## src/rtl/modbus_read_response_parser_defines.svh

```systemverilog
// ----------------------------------------------------------------------------
// Modbus read response parser assertion macros
// Shared property wrappers for same-cycle and next-cycle checks.
// ----------------------------------------------------------------------------
`ifndef MODBUS_READ_RESPONSE_PARSER_DEFINES_SVH
`define MODBUS_READ_RESPONSE_PARSER_DEFINES_SVH

// same-cycle implication
`define MBRRP_ASSERT_NOW(name, clk, rst_n, ante, cons) \
  name: assert property (@(posedge clk) disable iff (!rst_n) (ante) |-> (cons)) \
    else $error("check failed: name");

// next-cycle implication
`define MBRRP_ASSERT_NEXT(name, clk, rst_n, ante, cons) \
  name: assert property (@(posedge clk) disable iff (!rst_n) (ante) |=> (cons)) \
    else $error("check failed: name");

`endif

```

## src/rtl/mbrrp_pkg.sv

```systemverilog
// ----------------------------------------------------------------------------
// Modbus read response parser package
// Frame layout positions, protocol constants and the result record.
// ----------------------------------------------------------------------------
package mbrrp_pkg;

  localparam int unsigned PosW = 9;

  localparam logic [PosW-1:0] PosTidHi  = 9'd0;
  localparam logic [PosW-1:0] PosTidLo  = 9'd1;
  localparam logic [PosW-1:0] PosPidHi  = 9'd2;
  localparam logic [PosW-1:0] PosPidLo  = 9'd3;
  localparam logic [PosW-1:0] PosLenHi  = 9'd4;
  localparam logic [PosW-1:0] PosLenLo  = 9'd5;
  localparam logic [PosW-1:0] PosUnit   = 9'd6;
  localparam logic [PosW-1:0] PosFunc   = 9'd7;
  localparam logic [PosW-1:0] PosCount  = 9'd8;
  localparam logic [PosW-1:0] PosMax    = 9'd511;

  localparam logic [PosW-1:0] MinFrame  = 9'd9;
  localparam logic [PosW-1:0] HdrBias   = 9'd6;
  localparam logic [7:0]      FcReadHolding = 8'h03;

  localparam int unsigned QueueDepthDefault = 2;

  typedef struct packed {
    logic        reg_valid;
    logic [15:0] reg_value;
    logic [6:0]  reg_index;
    logic        frame_done;
    logic        frame_ok;
    logic [15:0] resp_transaction;
    logic [7:0]  resp_unit;
  } rsp_t;

  typedef struct packed {
    logic full;
    logic empty;
  } qstat_t;

endpackage

```

## src/rtl/mbrrp_front.sv

```systemverilog
// ----------------------------------------------------------------------------
// Modbus read response parser front end
// Tracks the frame position, checks the header and assembles registers.
// ----------------------------------------------------------------------------
module mbrrp_front (
  input  logic               clk_i,
  input  logic               rst_ni,
  input  logic               acc_i,
  input  logic [7:0]         data_byte_i,
  input  logic               frame_end_i,
  input  logic [15:0]        expect_transaction_i,
  input  logic [7:0]         expect_unit_i,
  output logic               push_o,
  output mbrrp_pkg::rsp_t    rsp_o
);
  import mbrrp_pkg::*;

  logic [PosW-1:0] pos_q, pos_d;
  logic [15:0]     ltr_q, ltr_d;
  logic [7:0]      lunit_q, lunit_d;
  logic [15:0]     htr_q, htr_d;
  logic [15:0]     hlen_q, hlen_d;
  logic [7:0]      hunit_q, hunit_d;
  logic [7:0]      pcnt_q, pcnt_d;
  logic [7:0]      pend_q, pend_d;
  logic            err_q, err_d;

  logic            rv;
  logic [15:0]     rval;
  logic [6:0]      ridx;
  logic [PosW-1:0] off;
  logic [PosW-1:0] total;
  logic            ok;

  assign off   = pos_q - MinFrame;
  assign total = (pos_q != PosMax) ? pos_q + 9'd1 : PosMax;

  always_comb begin
    ltr_d   = ltr_q;
    lunit_d = lunit_q;
    htr_d   = htr_q;
    hlen_d  = hlen_q;
    hunit_d = hunit_q;
    pcnt_d  = pcnt_q;
    pend_d  = pend_q;
    err_d   = err_q;
    rv      = 1'b0;
    rval    = '0;
    ridx    = '0;
    case (pos_q)
      PosTidHi: begin
        ltr_d   = expect_transaction_i;
        lunit_d = expect_unit_i;
        htr_d   = {data_byte_i, 8'h00};
        hlen_d  = '0;
        hunit_d = '0;
        pcnt_d  = '0;
        pend_d  = '0;
        err_d   = 1'b0;
      end
      PosTidLo: begin
        htr_d = {htr_q[15:8], data_byte_i};
        if (htr_d != ltr_q) err_d = 1'b1;
      end
      PosPidHi, PosPidLo: begin
        if (data_byte_i != 8'h00) err_d = 1'b1;
      end
      PosLenHi: hlen_d = {data_byte_i, 8'h00};
      PosLenLo: hlen_d = {hlen_q[15:8], data_byte_i};
      PosUnit: begin
        hunit_d = data_byte_i;
        if (data_byte_i != lunit_q) err_d = 1'b1;
      end
      PosFunc: begin
        if (data_byte_i != FcReadHolding) err_d = 1'b1;
      end
      PosCount: begin
        pcnt_d = data_byte_i;
        if (data_byte_i[0]) err_d = 1'b1;
      end
      default: begin
        if ({1'b0, pos_q} < ({1'b0, MinFrame} + {2'b00, pcnt_q})) begin
          if (!off[0]) begin
            pend_d = data_byte_i;
          end else begin
            rv   = 1'b1;
            rval = {pend_q, data_byte_i};
            ridx = off[7:1];
          end
        end
      end
    endcase

    ok = !err_d && (total >= MinFrame)
         && ({8'h00, total} == ({8'h00, HdrBias} + {1'b0, hlen_d}))
         && ({1'b0, total} == ({1'b0, MinFrame} + {2'b00, pcnt_d}));

    if (frame_end_i) begin
      pos_d = '0;
    end else if (pos_q != PosMax) begin
      pos_d = pos_q + 9'd1;
    end else begin
      pos_d = pos_q;
    end
  end

  assign push_o = acc_i && (rv || frame_end_i);

  always_comb begin
    rsp_o.reg_valid        = rv;
    rsp_o.reg_value        = rval;
    rsp_o.reg_index        = ridx;
    rsp_o.frame_done       = frame_end_i;
    rsp_o.frame_ok         = frame_end_i && ok;
    rsp_o.resp_transaction = htr_d;
    rsp_o.resp_unit        = hunit_d;
  end

  always_ff @(posedge clk_i or negedge rst_ni) begin
    if (!rst_ni) begin
      pos_q   <= '0;
      ltr_q   <= '0;
      lunit_q <= '0;
      htr_q   <= '0;
      hlen_q  <= '0;
      hunit_q <= '0;
      pcnt_q  <= '0;
      pend_q  <= '0;
      err_q   <= 1'b0;
    end else if (acc_i) begin
      pos_q   <= pos_d;
      ltr_q   <= ltr_d;
      lunit_q <= lunit_d;
      htr_q   <= htr_d;
      hlen_q  <= hlen_d;
      hunit_q <= hunit_d;
      pcnt_q  <= pcnt_d;
      pend_q  <= pend_d;
      err_q   <= err_d;
    end
  end

endmodule

```

## src/rtl/mbrrp_queue.sv

```systemverilog
// ----------------------------------------------------------------------------
// Modbus read response parser result queue
// Short FIFO of result records between the front end and the output stage.
// ----------------------------------------------------------------------------
module mbrrp_queue #(
  parameter int unsigned Depth = mbrrp_pkg::QueueDepthDefault
) (
  input  logic                clk_i,
  input  logic                rst_ni,
  input  logic                push_i,
  input  mbrrp_pkg::rsp_t     wdata_i,
  input  logic                pop_i,
  output mbrrp_pkg::rsp_t     rdata_o,
  output mbrrp_pkg::qstat_t   stat_o
);
  import mbrrp_pkg::*;

  localparam int unsigned PtrW = (Depth > 1) ? $clog2(Depth) : 1;
  localparam int unsigned CntW = $clog2(Depth + 1);
  localparam logic [PtrW-1:0] PtrLast = PtrW'(Depth - 1);
  localparam logic [CntW-1:0] CntFull = CntW'(Depth);

  rsp_t            mem_q [Depth];
  logic [PtrW-1:0] wr_q, rd_q;
  logic [CntW-1:0] cnt_q;
  logic            do_pop;

  assign stat_o.full  = (cnt_q == CntFull);
  assign stat_o.empty = (cnt_q == '0);
  assign do_pop       = pop_i && !stat_o.empty;
  assign rdata_o      = mem_q[rd_q];

  always_ff @(posedge clk_i) begin
    if (push_i) begin
      mem_q[wr_q] <= wdata_i;
    end
  end

  always_ff @(posedge clk_i or negedge rst_ni) begin
    if (!rst_ni) begin
      wr_q  <= '0;
      rd_q  <= '0;
      cnt_q <= '0;
    end else begin
      if (push_i) begin
        wr_q <= (wr_q == PtrLast) ? '0 : wr_q + PtrW'(1);
      end
      if (do_pop) begin
        rd_q <= (rd_q == PtrLast) ? '0 : rd_q + PtrW'(1);
      end
      case ({push_i, do_pop})
        2'b10:   cnt_q <= cnt_q + CntW'(1);
        2'b01:   cnt_q <= cnt_q - CntW'(1);
        default: cnt_q <= cnt_q;
      endcase
    end
  end

endmodule

```

## src/rtl/mbrrp_back.sv

```systemverilog
// ----------------------------------------------------------------------------
// Modbus read response parser output stage
// Pulls results from the queue into the output register and drives valid.
// ----------------------------------------------------------------------------
module mbrrp_back (
  input  logic                clk_i,
  input  logic                rst_ni,
  input  mbrrp_pkg::qstat_t   stat_i,
  input  mbrrp_pkg::rsp_t     rdata_i,
  output logic                pop_o,
  input  logic                out_stall_i,
  output logic                out_valid_o,
  output mbrrp_pkg::rsp_t     rsp_o
);
  import mbrrp_pkg::*;

  logic valid_q;
  rsp_t rsp_q;

  assign pop_o       = !stat_i.empty && (!valid_q || !out_stall_i);
  assign out_valid_o = valid_q;
  assign rsp_o       = rsp_q;

  always_ff @(posedge clk_i or negedge rst_ni) begin
    if (!rst_ni) begin
      valid_q <= 1'b0;
    end else if (pop_o) begin
      valid_q <= 1'b1;
    end else if (!out_stall_i) begin
      valid_q <= 1'b0;
    end
  end

  always_ff @(posedge clk_i) begin
    if (pop_o) begin
      rsp_q <= rdata_i;
    end
  end

endmodule

```

## src/rtl/modbus_read_response_parser.sv

```systemverilog
// ----------------------------------------------------------------------------
// Modbus TCP read-holding-registers response parser
// Parses response frames byte by byte, emits registers and a frame verdict.
// ----------------------------------------------------------------------------
// Input channel: one frame byte per request on in_valid_i / in_stall_o, with
// frame_end_i set on the last byte. expect_transaction_i and expect_unit_i
// are sampled on the first byte of each frame.
// Output channel: out_valid_o / out_stall_i. A result appears for each byte
// that completes a register and for the last byte of a frame; other bytes
// give none. On frame_done_o, frame_ok_o = 0 means the registers already
// delivered for that frame must be dropped.
// Throughput: one byte per cycle while in_stall_o is low. A result is written
// to the queue at the edge that takes its byte and then moves on into the
// output register once that register is empty or not stalled.
// Stall: results wait in the QueueDepth-entry queue; in_stall_o rises when
// the queue is full and falls as soon as the output stage frees an entry.
// Reset: all parser state clears to the start of a frame, the queue empties
// and out_valid_o drops.
// ----------------------------------------------------------------------------
`include "modbus_read_response_parser_defines.svh"

module modbus_read_response_parser #(
  parameter int unsigned QueueDepth = mbrrp_pkg::QueueDepthDefault
) (
  input  logic        clk_i,
  input  logic        rst_ni,
  input  logic        in_valid_i,
  output logic        in_stall_o,
  input  logic [7:0]  data_byte_i,
  input  logic        frame_end_i,
  input  logic [15:0] expect_transaction_i,
  input  logic [7:0]  expect_unit_i,
  output logic        out_valid_o,
  input  logic        out_stall_i,
  output logic        reg_valid_o,
  output logic [15:0] reg_value_o,
  output logic [6:0]  reg_index_o,
  output logic        frame_done_o,
  output logic        frame_ok_o,
  output logic [15:0] resp_transaction_o,
  output logic [7:0]  resp_unit_o
);
  import mbrrp_pkg::*;

  logic   acc;
  logic   push;
  logic   pop;
  rsp_t   front_rsp;
  rsp_t   q_rsp;
  rsp_t   out_rsp;
  qstat_t qstat;

  assign in_stall_o = qstat.full;
  assign acc        = in_valid_i && !in_stall_o;

  mbrrp_front u_front (
    .clk_i                (clk_i),
    .rst_ni               (rst_ni),
    .acc_i                (acc),
    .data_byte_i          (data_byte_i),
    .frame_end_i          (frame_end_i),
    .expect_transaction_i (expect_transaction_i),
    .expect_unit_i        (expect_unit_i),
    .push_o               (push),
    .rsp_o                (front_rsp)
  );

  mbrrp_queue #(
    .Depth (QueueDepth)
  ) u_queue (
    .clk_i   (clk_i),
    .rst_ni  (rst_ni),
    .push_i  (push),
    .wdata_i (front_rsp),
    .pop_i   (pop),
    .rdata_o (q_rsp),
    .stat_o  (qstat)
  );

  mbrrp_back u_back (
    .clk_i       (clk_i),
    .rst_ni      (rst_ni),
    .stat_i      (qstat),
    .rdata_i     (q_rsp),
    .pop_o       (pop),
    .out_stall_i (out_stall_i),
    .out_valid_o (out_valid_o),
    .rsp_o       (out_rsp)
  );

  assign reg_valid_o        = out_rsp.reg_valid;
  assign reg_value_o        = out_rsp.reg_value;
  assign reg_index_o        = out_rsp.reg_index;
  assign frame_done_o       = out_rsp.frame_done;
  assign frame_ok_o         = out_rsp.frame_ok;
  assign resp_transaction_o = out_rsp.resp_transaction;
  assign resp_unit_o        = out_rsp.resp_unit;

  `MBRRP_ASSERT_NOW(a_no_overflow, clk_i, rst_ni, push, !qstat.full)
  `MBRRP_ASSERT_NOW(a_qstat_sane, clk_i, rst_ni, 1'b1, !(qstat.full && qstat.empty))
  `MBRRP_ASSERT_NEXT(a_fill_output, clk_i, rst_ni, !out_valid_o && !qstat.empty, out_valid_o)
  `MBRRP_ASSERT_NOW(a_ok_needs_done, clk_i, rst_ni, out_valid_o && frame_ok_o, frame_done_o)

endmodule
```

## config.mk

```make
export PLATFORM = sky130hd
export DESIGN_NAME = modbus_read_response_parser
export DESIGN_NICKNAME = d
export VERILOG_FILES = /design/src/rtl/mbrrp_pkg.sv /design/src/rtl/mbrrp_front.sv /design/src/rtl/mbrrp_queue.sv /design/src/rtl/mbrrp_back.sv /design/src/rtl/modbus_read_response_parser.sv
export VERILOG_INCLUDE_DIRS = /design/src /design/src/rtl
export SDC_FILE = /design/constraint.sdc
export NUM_CORES = 1
export LEC_CHECK = 0
export BUFFER_PORTS_ARGS = -buffer_cell sky130_fd_sc_hd__buf_2
export CAP_MARGIN = 10
export CELL_PAD_IN_SITES_DETAIL_PLACEMENT = 1
export CELL_PAD_IN_SITES_GLOBAL_PLACEMENT = 1
export CORE_UTILIZATION = 45
export DETAILED_ROUTE_END_ITERATION = 10
export PLACE_DENSITY_LB_ADDON = 0.1
export SLEW_MARGIN = 40
export SYNTH_ARGS = -nofsm -noshare
export SYNTH_HDL_FRONTEND = slang
export SYNTH_SLANG_ARGS = --single-unit
```

## constraint.sdc

```tcl
create_clock -name clk_i -period 13.3 [get_ports clk_i]
set_input_delay 2.66 -clock clk_i [delete_from_list [all_inputs] [get_ports clk_i]]
set_output_delay 2.66 -clock clk_i [all_outputs]
set_load 0.02 [all_outputs]
```

==> results of run 1 <==
## final timing paths
kind                       slack [ns]  depth (start not counted)         startpoint                   end
max                              8.31                         12     data_byte_i[0]  u_queue.mem_q[1][24]
min                              0.48                          2  u_front.hlen_q[0]     u_front.hlen_q[0]
max reg2reg                      8.48                         12   u_front.pos_q[0]  u_queue.mem_q[1][33]
min reg2reg                      0.48                          2  u_front.hlen_q[0]     u_front.hlen_q[0]
max in group asynchronous       10.20                          2             rst_ni          u_queue.rd_q
min in group asynchronous        2.05                          1             rst_ni     u_front.hlen_q[1]
## metal layers
layer  share of wire (%)  GRT usage, %
met3                 4.2         3.403
met1                  46         34.04
met4                 1.5         5.177
met5                   0             0
met2                  48         39.87
## report_power, final
part | switching, mW | internal, mW
clock | 0.290 | 0.437
sequential | 0.117 | 1.12
combinational | 0.643 | 0.381
## flip-flops by register name, indices dropped and copies added, names as in the netlist, 2 cells and up
name	count
u_back.rsp_o	50
u_front.hlen_q	16
u_front.htr_q	16
u_front.hunit_q	8
u_front.ltr_q	16
u_front.lunit_q	8
u_front.pcnt_q	8
u_front.pend_q	8
u_front.pos_q	9
u_queue.cnt_q	2
u_queue.mem_q	100
## Yosys cell counts (all sizes together), types with 3 or more instances
library cell	count	area share (%)
o211ai	3	0.19
a31oi	11	0.64
clkbuf	52	1.7
edfxtp	150	38
and4	4	0.30
xor2	33	2.5
and3	23	1.2
a21oi	27	1.2
or2	5	0.27
a22oi	7	0.45
o21a	9	0.58
o32ai	4	0.30
a31o	5	0.37
o21ai	49	2.1
nor3	18	0.86
nor2	46	1.5
nor4	16	0.96
nor4bb	5	0.43
nand3	17	0.73
dfrtp	95	20
nand2	109	3.5
nor3b	3	0.23
a21o	4	0.26
mux2	93	8.9
nand4	12	0.64
o31ai	5	0.32
inv	19	0.61
a22o	33	2.5
ha	19	2.0
o2111ai	3	0.22
a211oi	3	0.19
nand2b	11	0.59
mux2i	6	0.51
xnor2	23	1.7
buf	7	0.23
a21boi	3	0.19
and2	9	0.48
## placed cells by master (no fill, tap or decap), drive strengths merged, types with 6 or more instances in the layout
cell / count
nor3: 18
ha: 19
xnor2: 23
o21ai: 49
mux2i: 6
nand3: 17
nor4: 16
o21a: 9
clkinv: 6
nand2b: 11
inv: 19
a22o: 33
nand2: 109
mux2: 93
clkbuf: 39
buf: 103
nand4: 12
a31oi: 11
nor2: 46
a21oi: 27
dfrtp: 95
and2: 9
xor2: 33
and3: 23
edfxtp: 150
a22oi: 7
## metrics by stage
step,instance area (um2),instances,util (%)
6_report,13390,1392,52.71
4_1_cts,13380,1392,52.68
5_1_grt,13390,1392,52.71
3_3_place_gp,12520,1344,49.28
2_1_floorplan,11740,970,-
3_5_place_dp,12530,1344,49.32
## worst reg2reg max path: stages, from the launching register on
cell and delay [ns]:
sky130_fd_sc_hd__dfrtp_1 0.63, sky130_fd_sc_hd__clkinv_1 0.54, sky130_fd_sc_hd__ha_1 0.48, sky130_fd_sc_hd__or3b_2 0.32, sky130_fd_sc_hd__nor2_1 0.07, sky130_fd_sc_hd__buf_4 0.19, sky130_fd_sc_hd__a21oi_1 0.23, sky130_fd_sc_hd__nand2b_1 0.12
sky130_fd_sc_hd__nor3_1 0.19, sky130_fd_sc_hd__buf_4 0.24, sky130_fd_sc_hd__a21oi_1 0.17, sky130_fd_sc_hd__nor3b_2 0.60, sky130_fd_sc_hd__buf_4 0.63
## layout make-up
class | count | share of cell area [%]
inverters | 20 | 0.5607
clock buffers | 39 | 5.458
multi-input cells | 646 | 34.39
flip-flops and latches | 245 | 51.41
clock inverters | 9 | 0.9159
well taps | 330 | 3.084
repair buffers | 103 | 4.178
## kinds of logic (layout without fill, tap and decap cells)
| logic type | count (synthesis) | in the layout | share of synthesized area [%] |
|---|---|---|---|
| and+or+nand+nor | 290 | 290 | 12.52 |
| AOI/OAI and AO/OA | 182 | 182 | 10.66 |
| buffers and inverters | 79 | 171 | 2.538 |
| muxes | 99 | 99 | 9.436 |
| xor gates and xnor gates | 56 | 56 | 4.180 |
| adders and majority gates | 19 | 19 | 2.026 |
| DFF | 245 | 245 | 58.64 |
==> results.txt, run 1 <==
The flow ran to the end, and the final reports show no timing, DRC or antenna violations. The slowest cell on the critical path is sky130_fd_sc_hd__a31oi_1. A synthesized cell averages 12.10 um2.

The first global-routing pass estimated 49.34 mm of wire. The count of nets after finishing came out at 1,098. The post-placement setup slack is roughly 7.7 ns. On the worst path, the slowest cell contributes a delay of 0.41 ns. Before antenna repair, the detailed router went through 7 iterations.

The number of enable flip-flop cells after synthesis is 150. The total number of yosys warnings is 0. The estimated wirelength of the detail-placed design is 20.79 mm. In the routed layout, each cell is associated on average with a via count of 5.837. The required time of the critical path is 13.63 ns.

The most used flip-flop cell after synthesis is sky130_fd_sc_hd__edfxtp_1. The highest clock frequency the design can meet is 200.4 MHz. The path class of the lowest-slack min-delay path is flop to flop. The level count of the clock H-tree is 1. The number of global-route vias before repair was 8,412. The count of final max-slew check failures is 0.

The congestion estimate from routability-driven global placement came to about 0.87. The post-cts hold buffer count came out at 0. The arrival time reported for the critical path endpoint came out at 5.32 ns.

The die footprint came out at roughly 27,000 um2. Among cell families on the critical path, the largest total delay comes from simple AND/OR/NAND/NOR gates. The core area came out at 25,400 um2. The number of different library cells in the post-synthesis netlist is 67. The worst setup skew after layout came out at 0.02449 ns. The number of remaining DRC errors came out at 0.

The tree built by TritonCTS fans out to ~250 sinks. The number of nets with antenna violations after routing is 0. The type of the worst setup path is input port to flop. Walking the worst path, the cells encountered are buf_2, a31oi_1, inv_1, ha_1, nor3_1, o21ai_0, a21oi_1, o21ai_0, nor4_1, and4_1, nand4_1, nor4_2. The footprint of the multi-input gates is 4604 um2. The number of CTS-inserted buffers came out at 26. The most numerous cell on the critical path is sky130_fd_sc_hd__o21ai_0. TritonCTS built the clock tree. The final worst-path cycle share came out at 37.51%. In this run the core area contains between 50 and 60 standard-cell rows.

The sum of routed wire length over all layers is 31.42 mm. Global routing finished with a remaining overflow of 0. Setup repair after global routing left no endpoint under its margin. Summing all flip-flop and latch instances after layout gives 6883 um2. The violation count after the first detailed-routing iteration came out at roughly 570. The synthesized area came out at 11,740 um2. Dividing total power by cell area gives a power density of 223.5 nW/um2. Global routing used 24.22% of the available tracks. The clock latency of the later-clocked register in the worst-skew pair came out at 0.54 ns. The number of synthesized register bits came out at 245. Headroom to the max-slew limit came out at ~46%. The slew of the pin with the lowest slew margin came out at 0.7984 ns. Counting every instance in the synthesized netlist gives 970. The post-synth net total came out at between 1,000 and 1,500. The floorplan step set the die height to between 150 and 200 um. The fraction of final layout cells sized beyond drive strength 1 came out at 24.01%. The sum of negative setup slack is 0 ns. STA classifies the critical path endpoint as a flop. After layout, the design draws a total of 2.992 mW. The per-cell routed wire length is 22.57 um.

The initial utilization of the core area, before any placement, comes to 46.20%. The worst setup margin is 8.311 ns. Of all flip-flops after synthesis, the portion carrying an async set or reset was slightly below 40%. The count of port buffers added during placement came out at 88. The cell leakage power came out at 5.361 nW. The number of antenna violations at the first check in global routing was 0. Across the VDD grid, the largest voltage drop is about 160 uV.

The post-CTS repair timing setup buffer count is 0. The total of fill cells in the finished design came out at 2,654. For this run, the register share of the synthesized area comes to 58.64%. The number of endpoints failing setup at the final stage came out at 0.

The number of buffers and inverters on the critical path is 2. The pin count of the biggest net entering global routing is 68. After clock tree synthesis, the clock-pin slew on the worst setup and hold paths is about 0.060 ns. The tightest hold path in the finished design has a slack of a little under 0.5 ns. The number of maximum-capacitance violations came out at 0. Of all nets on the critical path, the largest fanout is 16. The final count of hold timing violations is 0. The boundary pin count came out at 89.

The diode insertion count for antenna repair is 0. The post-CTS resize count came out at 0. The routed via count is 8,125. The worst setup path is launched from an input port. The die outline width came out at 163.5 um. The time the final worst path needs with I/O delays and setup came out at 4.989 ns. The signed area change from the synthesized netlist to the final layout came out at 14.08%.

In this run the deepest clock path goes through 3 buffers. Clock tree synthesis selected as its root buffer the cell sky130_fd_sc_hd__clkbuf_16.
(Power assumes the default switching activity.)
==> inputs of run 2 (changes only) <==
clock period = 4.9 ns   (was 13.3 ns; I/O delays follow)
==> results.txt, run 2 (synthesis gave the netlist of run 1 again) <==
The sum of negative setup slack came out at 0 ns (unchanged). The clock input transition at the sequential cells of the worst setup and hold paths came out at 0.06 ns (about the same). The cell leakage power came out at 5.531 nW (was 5.361 nW). The highest clock frequency the design can meet came out at 230.7 MHz.

The post-CTS resize count came to 0 (unchanged). The cell area after placement is 12,720 um2 (was 12,530 um2). The number of placement rows came out at 58 (unchanged). The die boundary height is 163.5 um (unchanged). Unrepaired setup endpoints after global routing: false (unchanged). The kind of start point of the critical path is a flop (was input port). The pin count of the biggest net entering global routing is 52 (was 68). The diode insertion count for antenna repair is 0 (unchanged). The number of clock sinks came out at 245 (unchanged).

The type of the worst setup path is flop to flop (was input port to flop). The maximum fanout count along the critical path came out at 10 (was 16). The leading cell type in the layout, fill and taps excluded is sky130_fd_sc_hd__edfxtp_1 (unchanged). The routed via count came out at 8,099 (was 8,125). The effective utilization at floorplan was 46.20% (unchanged). The die footprint is 26,730 um2 (unchanged). Top library cells by usage in the layout, fill and taps aside: sky130_fd_sc_hd__edfxtp_1 (150), sky130_fd_sc_hd__nand2_1 (109), sky130_fd_sc_hd__dfrtp_1 (94), sky130_fd_sc_hd__mux2_2 (93), sky130_fd_sc_hd__buf_2 (87) (unchanged).

The first-pass GRT wire length is 49.94 mm (was 49.34 mm). The cell area power density came out at 613.5 nW/um2 (was 223.5 nW/um2). The final count of hold timing violations is 0 (unchanged). The level count of the clock H-tree came out at 1 (unchanged). The CTS tree is built (unchanged).

The vias per cell was 5.728 (was 5.837). The path class of the lowest-slack min-delay path is input port to asynchronous set/reset pin (was flop to flop). The sum of internal, switching and leakage power is 8.401 mW (was 2.992 mW). The count of final max-slew check failures came to 0 (unchanged). The post-cts hold buffer count was 0 (unchanged).

The slew of the pin with the lowest slew margin came out at 0.8043 ns (was 0.7984 ns). The required time of the critical path was 5.21 ns (was 13.63 ns). The number of endpoints failing setup at the final stage came out at 0 (unchanged). The area of all placed cells without fillers was 13,690 um2 (was 13,390 um2).

The core area came out at 25,400 um2 (unchanged). The count of nets after finishing is 1,120 (was 1,098). The arrival time reported for the critical path endpoint came out at 4.64 ns (was 5.32 ns).

The total routing usage reported by global routing is 24.81% (was 24.22%). The number of CTS-inserted buffers is 26 (unchanged). The number of maximum-capacitance violations is 0 (unchanged). The sum of routed wire length over all layers is 32.15 mm (was 31.42 mm). The number of antenna violations at the first check in global routing is 0 (unchanged). The first-pass detailed-route iteration total came out at 5 (was 7). The endpoint kind of the worst setup timing path is a flop (unchanged).

The number of buffers between clock root and the deepest sink is 3 (unchanged). The worst setup skew after layout is 0.01151 ns (was 0.02449 ns). The worst max-slew margin expressed relative to the limit came out at 46.09% (was 46.42%). The fraction of final layout cells sized beyond drive strength 1 is 26.29% (was 24.01%). The worst IR drop on VDD was 511.5 uV (was 163.8 uV). The per-cell routed wire length is 22.73 um (was 22.57 um).

The count of port buffers added during placement was 88 (unchanged). The total of fill cells in the finished design came out at 2,638 (was 2,654). The signed area change from the synthesized netlist to the final layout is 16.69% (was 14.08%). The sum of overflow across all layers after global routing is 0 (unchanged). The final worst-path cycle share came out at 88.45%. After layout, the minimum clock period comes to between 4 and 5 ns.

The boundary pin count is 89 (unchanged). The footprint of the multi-input gates came to 4601 um2 (was 4604 um2). The post-CTS repair timing setup buffer count is 0 (unchanged). The clock latency of the later-clocked register in the worst-skew pair was 0.53 ns (was 0.54 ns).

The buffer type at the clock tree root is sky130_fd_sc_hd__clkbuf_16 (unchanged). The routability congestion estimate from global placement is 0.8935 (was 0.8671). The violation count after the first detailed-routing iteration came out at 457 (was 569). The register with the most flip-flops is u_queue.mem_q (unchanged). The final core utilization came out at 53.91% (was 52.71%). The estimated wirelength of the detail-placed design was 21.86 mm (was 20.79 mm). The number of remaining DRC errors is 0 (unchanged). Status: finished, final reports clean (unchanged). The number of global-route vias before repair came out at 8,428 (was 8,412). The die outline width is 163.5 um (unchanged). The number of flip-flops in the largest register was 100 (unchanged). The combined flip-flop and latch cell area came out at 6883 um2 (unchanged).

The number of nets with antenna violations after routing came out at 0 (unchanged).
[run 2: per-layer routing]
metal / GRT usage (%) / routed length (um) / vias to the layer above
met5: 0 / 0 / -
met4: 8.081 / 994 / 0
met3: 3.174 / 1156 / 49
met2: 41.62 / 15620 / 169
met1: 33.25 / 14380 / 4101
li1: - / - / 3780
[run 2: stage by stage]
step           setup WS [ns]  hold WS, ns  std cells
5_1_grt               0.2961       0.3473       1414
4_1_cts               0.6165       0.3292       1413
3_5_place_dp          0.6391       0.4644       1365
6_report              0.5661       0.3466       1414
3_3_place_gp          0.7648       0.4577       1365
2_1_floorplan        0.04170       0.4458        970
[run 2: layout make-up]
class | count | area share, %
Clock buffer | 35 | 5.519
Tap cell | 330 | 3.015
Sequential cell | 245 | 50.27
Timing Repair Buffer | 125 | 5.592
Clock inverter | 13 | 1.462
Inverter | 20 | 0.5482
Multi-Input combinational cell | 646 | 33.60
[run 2: worst max-delay path: stages (launching register included)]
cell	delay, ns
sky130_fd_sc_hd__dfrtp_1	0.49
sky130_fd_sc_hd__inv_1	0.16
sky130_fd_sc_hd__ha_1	0.29
sky130_fd_sc_hd__or3b_2	0.55
sky130_fd_sc_hd__nor2_1	0.55
sky130_fd_sc_hd__a31oi_1	0.21
sky130_fd_sc_hd__inv_1	0.09
sky130_fd_sc_hd__ha_1	0.26
sky130_fd_sc_hd__nor3_1	0.19
sky130_fd_sc_hd__o21ai_0	0.11
sky130_fd_sc_hd__a21oi_1	0.14
sky130_fd_sc_hd__o21ai_0	0.12
sky130_fd_sc_hd__nor4_1	0.32
sky130_fd_sc_hd__and4_1	0.22
sky130_fd_sc_hd__nand4_1	0.11
sky130_fd_sc_hd__nor4_2	0.28
[run 2: where the power goes]
part	switching, mW	leakage [nW]	internal (mW)
clock	0.817	0.466	1.34
sequential	0.312	2.65	3.05
combinational	1.76	2.42	1.13
[run 2: final timing paths]
path	start	to	slack, ns	depth (start not counted)
min in group clk_i	u_front.hlen_q[14]	u_front.hlen_q[14]	0.47	2
worst min-delay path	rst_ni	u_front.pos_q[6]	0.35	1
worst max register to register	u_front.pos_q[1]	u_queue.mem_q[0][24]	0.57	15
worst max-delay path	u_front.pos_q[1]	u_queue.mem_q[0][24]	0.57	15
worst min register to register	u_front.hlen_q[14]	u_front.hlen_q[14]	0.47	2
max in group asynchronous	rst_ni	u_front.ltr_q[9]	3.60	2
